`src/rtl/fct_pkg.sv`:
```
// fct_pkg: shared types, widths and opcodes for the frustum cull test block
// no dependencies; imported by every rtl module of the block
`default_nettype none

package fct_pkg;

  // number of clipping planes held in configuration
  localparam int unsigned NumPlanes = 6;

  // arithmetic widths, all exact for the Q12.4 / Q1.14 formats
  localparam int unsigned CoordW = 16;  // signed Q12.4 coordinate
  localparam int unsigned ExtW   = 15;  // unsigned Q11.4 radius or half extent
  localparam int unsigned ProdW  = 32;  // signed normal times coordinate
  localparam int unsigned SpanW  = 31;  // |normal| times half extent
  localparam int unsigned BiasW  = 17;  // plane constant plus radius, Q13.4
  localparam int unsigned FracSh = 14;  // Q12.4 to 2^-18 units
  localparam int unsigned SumW   = 34;  // partial sums of three or four terms
  localparam int unsigned TotW   = 35;  // final margin
  localparam int unsigned RegW   = 64;  // one plane register

  // primitive opcodes
  typedef enum logic [1:0] {
    OP_POINT  = 2'd0,
    OP_SPHERE = 2'd1,
    OP_BOX    = 2'd2,
    OP_RSVD   = 2'd3
  } opcode_e;

  // one plane register: bits 15:0 nx, 31:16 ny, 47:32 nz, 63:48 k
  typedef struct packed {
    logic signed [CoordW-1:0] k;
    logic signed [CoordW-1:0] nz;
    logic signed [CoordW-1:0] ny;
    logic signed [CoordW-1:0] nx;
  } plane_t;

  // pipeline load enables handed to each plane lane
  typedef struct packed {
    logic ld1;
    logic ld2;
  } lane_ctl_t;

  // magnitude of a Q1.14 normal component, the most negative code -2.0 gives 32768
  function automatic logic [CoordW-1:0] abs_norm(input logic signed [CoordW-1:0] n);
    logic [CoordW-1:0] u;
    u = n;
    return n[CoordW-1] ? (~u + CoordW'(1)) : u;
  endfunction

endpackage

`default_nettype wire

```
`src/rtl/fct_plane_lane.sv`:
```
// fct_plane_lane: margin of one primitive against one plane, two register stages
// depends on fct_pkg for widths, opcodes and the plane type
`default_nettype none

module fct_plane_lane (
  input  wire logic                                clk_i,
  input  wire fct_pkg::lane_ctl_t                  ctl_i,
  input  wire fct_pkg::plane_t                     plane_i,
  input  wire fct_pkg::opcode_e                    opcode_i,
  input  wire logic signed [fct_pkg::CoordW-1:0]   center_x_i,
  input  wire logic signed [fct_pkg::CoordW-1:0]   center_y_i,
  input  wire logic signed [fct_pkg::CoordW-1:0]   center_z_i,
  input  wire logic        [fct_pkg::ExtW-1:0]     sphere_radius_i,
  input  wire logic        [fct_pkg::ExtW-1:0]     half_x_i,
  input  wire logic        [fct_pkg::ExtW-1:0]     half_y_i,
  input  wire logic        [fct_pkg::ExtW-1:0]     half_z_i,
  output logic                                     pass_o
);
  import fct_pkg::*;

  // stage 1: products
  logic signed [ProdW-1:0] px_d, py_d, pz_d, px_q, py_q, pz_q;
  logic        [SpanW-1:0] ex_d, ey_d, ez_d, ex_q, ey_q, ez_q;
  logic        [BiasW-1:0] bias_d, bias_q;
  logic                    is_box, is_sph;

  assign is_box = (opcode_i == OP_BOX);
  assign is_sph = (opcode_i == OP_SPHERE);

  // dot product terms and the box reach |n|.h, zero unless box
  always_comb begin
    px_d   = ProdW'(plane_i.nx) * ProdW'(center_x_i);
    py_d   = ProdW'(plane_i.ny) * ProdW'(center_y_i);
    pz_d   = ProdW'(plane_i.nz) * ProdW'(center_z_i);
    ex_d   = is_box ? SpanW'(abs_norm(plane_i.nx)) * SpanW'(half_x_i) : '0;
    ey_d   = is_box ? SpanW'(abs_norm(plane_i.ny)) * SpanW'(half_y_i) : '0;
    ez_d   = is_box ? SpanW'(abs_norm(plane_i.nz)) * SpanW'(half_z_i) : '0;
    bias_d = BiasW'(plane_i.k) + (is_sph ? BiasW'(sphere_radius_i) : '0);
  end

  always_ff @(posedge clk_i) begin
    if (ctl_i.ld1) begin
      px_q   <= px_d;
      py_q   <= py_d;
      pz_q   <= pz_d;
      ex_q   <= ex_d;
      ey_q   <= ey_d;
      ez_q   <= ez_d;
      bias_q <= bias_d;
    end
  end

  // stage 2: partial sums
  logic signed [SumW-1:0] sa_d, sb_d, sa_q, sb_q;

  always_comb begin
    sa_d = SumW'(px_q) + SumW'(py_q) + SumW'(pz_q);
    sb_d = SumW'(ex_q) + SumW'(ey_q) + SumW'(ez_q)
         + SumW'($signed({bias_q, FracSh'(0)}));
  end

  always_ff @(posedge clk_i) begin
    if (ctl_i.ld2) begin
      sa_q <= sa_d;
      sb_q <= sb_d;
    end
  end

  // final margin, the plane keeps the primitive when it is positive
  logic signed [TotW-1:0] margin;

  assign margin = TotW'(sa_q) + TotW'(sb_q);
  assign pass_o = (margin > 0);

endmodule

`default_nettype wire

```
`config.mk`:
```
export PLATFORM = sky130hd
export DESIGN_NAME = fct_plane_lane
export DESIGN_NICKNAME = d
export VERILOG_FILES = /design/src/rtl/fct_pkg.sv /design/src/rtl/fct_plane_lane.sv
export SDC_FILE = /design/constraint.sdc
export NUM_CORES = 2
export LEC_CHECK = 0
export ABC_AREA = 0
export BUFFER_PORTS_ARGS = -buffer_cell sky130_fd_sc_hd__buf_2
export CAP_MARGIN = 5
export CELL_PAD_IN_SITES_DETAIL_PLACEMENT = 0
export CELL_PAD_IN_SITES_GLOBAL_PLACEMENT = 1
export CORE_MARGIN = 3
export CORE_UTILIZATION = 55
export CTS_CLUSTER_DIAMETER = 60
export CTS_CLUSTER_SIZE = 14
export DETAILED_ROUTE_END_ITERATION = 10
export PLACE_DENSITY = 0.85
export SYNTH_ARGS = -nofsm -noshare
export SYNTH_HDL_FRONTEND = slang
export SYNTH_SLANG_ARGS = --single-unit
```
`constraint.sdc`:
```
create_clock -name clk_i -period 15.8 [get_ports clk_i]
set_input_delay 0 -clock clk_i [delete_from_list [all_inputs] [get_ports clk_i]]
set_output_delay 0 -clock clk_i [all_outputs]
set_load 0.005 [all_outputs]
```
# Word-level counts from Yosys, hierarchy flattened
# Index checks and enable logic that the tools add are counted.
# Widths: inputs -> output; s select.
# word_totals
reg_bits,274
wordCells,35
mem_bits_rw,0
latchBits,0
mem_bits_ro,0
n_memories,0
output_inout_bits,1
# op_classes
n_reduce_logical,0
order_cmp,1
mul,6
n_addsub,10
shift,0
muxes,4
div,0
n_bitwise,3
eq_ne,2
# ops
op,n
$mul 16x16->32,3
$mul 16x15->31,3
$add 16x1->16 const B,3
$mux 16,3
$not 16->16,3
$add 34x34->35,1
$gt 35x1->1 const B,1
$add 33x32->34,1
$add 33x34->34,1
$add 32x31->33,1
$add 32x32->33,1
$add 31x31->32,1
$add 16x16->17,1
$mux 15,1
$eq 2x1->1 const B,1
$eq 2x2->1 const B,1

# Longest topological paths before layout
# depth
word_depth,4
mapped_depth,32
depth_no_buf,31

# Worst setup path before layout
# No wires, ideal clock.
# synth_path
kind,input to register
start,input port plane_i[16] (netlist name)
end,"register ey_q[23], data pin"
arrival_time_ns,7.000
setup_time_ns,0.266
slack_ns,8.534
required_ns,15.534
cell_stages,29
n_path_buf,1
cell_sequence,clkbuf_1 > inv_1 > ha_1 > inv_1 > or4_1 > or4_1 > o21ai_0 > xnor2_1 > and2_1 > fa_1 > inv_1 > fa_1 > inv_1 > fa_1 > fa_1 > fa_1 > inv_1 > fa_1 > inv_1 > ha_1 > a21o_1 > o41a_1 > a41oi_1 > a211o_1 > o21bai_1 > a21o_1 > a21oi_1 > xor2_1 > nor2_1
# synth_between
elab_chain_len,4
# synth_lines
element,line_no,source
start: declaration,fct_plane_lane.sv:8,"input wire fct_pkg::plane_t plane_i,"
$not 16->16,fct_pkg.sv:47,return n[CoordW-1] ? (~u + CoordW'(1)) : u;
$add 16x1->16,fct_pkg.sv:47,
$mux 16 *,fct_pkg.sv:47,
$mul 16x15->31 *,fct_plane_lane.sv:36,ey_d = is_box ? SpanW'(abs_norm(plane_i.ny)) * SpanW'(half_y_i) : '0;
end signal: assignment,fct_plane_lane.sv:47,ey_q <= ey_d;
end: declaration,fct_plane_lane.sv:23,"logic [SpanW-1:0] ex_d, ey_d, ez_d, ex_q, ey_q, ez_q;"
# Every way passes the cells marked *; elsewhere a longest branch is shown, timed or not.
# A chain may end at the register's enable or synchronous reset.

# Worst setup path in the final report
# layout_path
start,input port plane_i[32] (netlist name)
end,"register ez_q[27], data pin"
# layout_between
elab_chain_len,4
# layout_lines
element,line_no,source
$not 16->16,fct_pkg.sv:47,
$add 16x1->16,fct_pkg.sv:47,
$mux 16 *,fct_pkg.sv:47,
$mul 16x15->31 *,fct_plane_lane.sv:37,ez_d = is_box ? SpanW'(abs_norm(plane_i.nz)) * SpanW'(half_z_i) : '0;
end signal: assignment,fct_plane_lane.sv:48,ez_q <= ez_d;
end: declaration,fct_plane_lane.sv:23,
# Marked as above.

==> out/metrics.yaml <==
status: "completed"
syn_nets: 9601
dr.pass1.iters: 5
synth.top_cell.area_share_pct: 40.49
synth_cell_type_count: 85
critPathCaptureType: "register"
finalHoldWorstSlack_ns: 0.02603
synthAdderAreaFrac_pct: 52.33
die_x_um: 362.0
synth_seq_cells: 274
dieArea_mm2: 0.1311
cpMostUsedCell: "fa_1"
synth_compound_area_share_pct: 6.520
relSlewSlack_pct: 13.51
nets: 9611
setup_violations: 0
drc: 0
yosys.cell_count.top_type: "inv_1"
path_buf_inv: 5
synth_ff_type: "edfxtp_1"
synth-edff-count: 274
fmax_mhz: 128.7
root_buffer: "clkbuf_16"
crit_cells: 28
clk_pin_slew_worst_paths_ns: 0.07
ant_nets: 0
yosysSeqAreaShare_pct: 11.80
dr_wl_met3_um: 9869
grt_pass1_vias: 52475
cts_made_buffers: 28
grt-ovfl-total: 0
ff2ff_path_depth: 14
area_growth_pct: 4.958
first_iter_violations: 3026
synth_cells: 7354
clock_skew_ns: 0.01287
highest_layer: "met4"
crit_required_ns: 16.08
grt_max_degree: 79
yosysWarnings: 0
start_util_pct: 55.88
avgSynthCellArea_um2: 9.480
fin_crit_ns: 7.771
synth_area_leaders: "fa_1 (40%), ha_1 (12%), edfxtp_1 (12%)"
arrival_ns: 8.05
dr_total_vias: 49164
insertion_delay_ns: 0.56
via_per_inst: 5.449
crit_slowest_cell: "xor2_1"
placed_area_mm2: 0.07208
fin_crit_sh_pct: 49.18
whs_path_depth: 2
synth_top_family_by_area: "adder cells"
synthMuxAreaShare_pct: 0.1149
maxCapViolCount: 0
async_flop_share_pct: 0
drive_above_1_share_pct: 4.079
crit_family: "adder cells"
io_buffer_count: 177
yosys.area_share.xor_xnor_pct: 3.593
finalHoldViolCount: 0
critPathMaxFanout: 34
antenna_found_initial: 6
clock_sinks: 274
gp_congestion: 0.9126
fillers: 10831
stdcell_count: 9022
tns_ns: 0
synth-simple-area-share_pct: 15.52
hp-class: "input pin to register"
wl_met1_um: 75020
io-pin-count: 178
rsz0062_at_grt: "no"
h-tree-depth: 1
rows: 129
synth_top_area_cell: "fa_1"
wl_met2_um: 84140
grt_pass1_wl_um: 282300
die_h_um: 362.0
slowest_delay_ns: 1.01
routedWlPerCell_um: 19.25
finalInstanceArea_mm2: 0.07318
netlist_area_mm2: 0.06972
hpwl_um: 142400
routed_wl_um: 173700
cts_tree: "built"
coreArea_mm2: 0.1248
crit_type: "input pin to register"
worstSetupStartpointType: "input pin"
synth_common_cells: "inv_1 (1616), fa_1 (1410), and2_1 (830), nand2_1 (788), ha_1 (660)"
cts_resized: 0
dp_cells: 8950
cts_buffer_depth: 3
worst_pin_slew_ns: 1.293
slew_viol_final: 0
track_usage_pct: 27.25
==> worst reg2reg max path, delay by kind of cell (launching register included) <==
family,cells,cell delay [ns]
and+or+nand+nor,2,0.22
DFF,1,0.46
AOI/OAI and AO/OA,8,1.94
adders and majority gates,4,1.46
==> registers in the layout, indices dropped and copies added, names as in the netlist <==
signal / flops
ez_q: 31
ex_q: 31
ey_q: 31
py_q: 32
sa_q: 34
bias_q: 17
px_q: 32
sb_q: 34
pz_q: 32
==> final timing paths <==
check	slack, ns	end	start
setup / recovery	8.03	ez_q[27]	plane_i[32]
hold / removal	0.03	py_q[0]	center_y_i[0]
setup reg to reg	11.53	sb_q[26]	ex_q[1]
hold reg to reg	0.77	sa_q[1]	py_q[1]
==> per-stage QoR <==
stage                     utilization [%]  setup WS (ns)
final                               58.65          8.029
after global routing                58.65          7.523
after CTS                           58.64          8.093
after detailed placement            57.77          7.508
after global placement              57.77          7.690
after floorplan                         -          8.534
==> layer usage <==
| metal | vias up | GRT usage [%] |
|---|---|---|
| li1 | 22400 | - |
| met1 | 25123 | 38.20 |
| met2 | 1396 | 46.06 |
| met3 | 245 | 2.728 |
| met4 | 0 | 6.354 |
| met5 | - | 0 |
==> cells in the final DEF, fill, tap and decap left out, drive strengths merged, types with 12 or more instances in the layout <==
cell type,count
a211oi,19
nand2,788
a21oi,206
inv,1617
nand4,17
o31ai,21
o21bai,27
edfxtp,274
clkinv,12
nor3,45
nand2b,66
a21o,106
xnor2,209
o211ai,13
o21a,40
ha,660
nor2b,34
xor2,77
nor2,235
o21ai,129
a21boi,13
fa,1410
clkbuf,34
a31oi,23
or3,17
and2,830
and3,19
nand3,45
buf,218
dlygate4sd3,21
==> timing repair <==
action / 4_1_cts / 5_1_grt
buffers inserted: 0 / 0
hold buffers: 21 / 0
endpoints found under the hold margin: 72 / 0
==> area by class of cell <==
type,instances,area (um^2),area share [%]
multi-input combinational,5202,54520,74.51
sequential,274,8228,11.24
inverter,1618,6073,8.300
tap,1637,2048,2.799
timing repair buffer,240,1420,1.941
clock buffer,33,740.7,1.012
clock inverter,13,131.4,0.1795
antenna,5,12.51,0.01710
==> cell families after synthesis <==
logic type,Yosys count
DFF,274
AOI/OAI and AO/OA,692
adders and majority gates,2070
muxes,8
xor gates and xnor gates,286
buffers and inverters,1878
and+or+nand+nor,2146
Power is left out: the tool's default activity adds up to more than one toggle a clock period on the data nets, which glitch-free logic cannot reach.
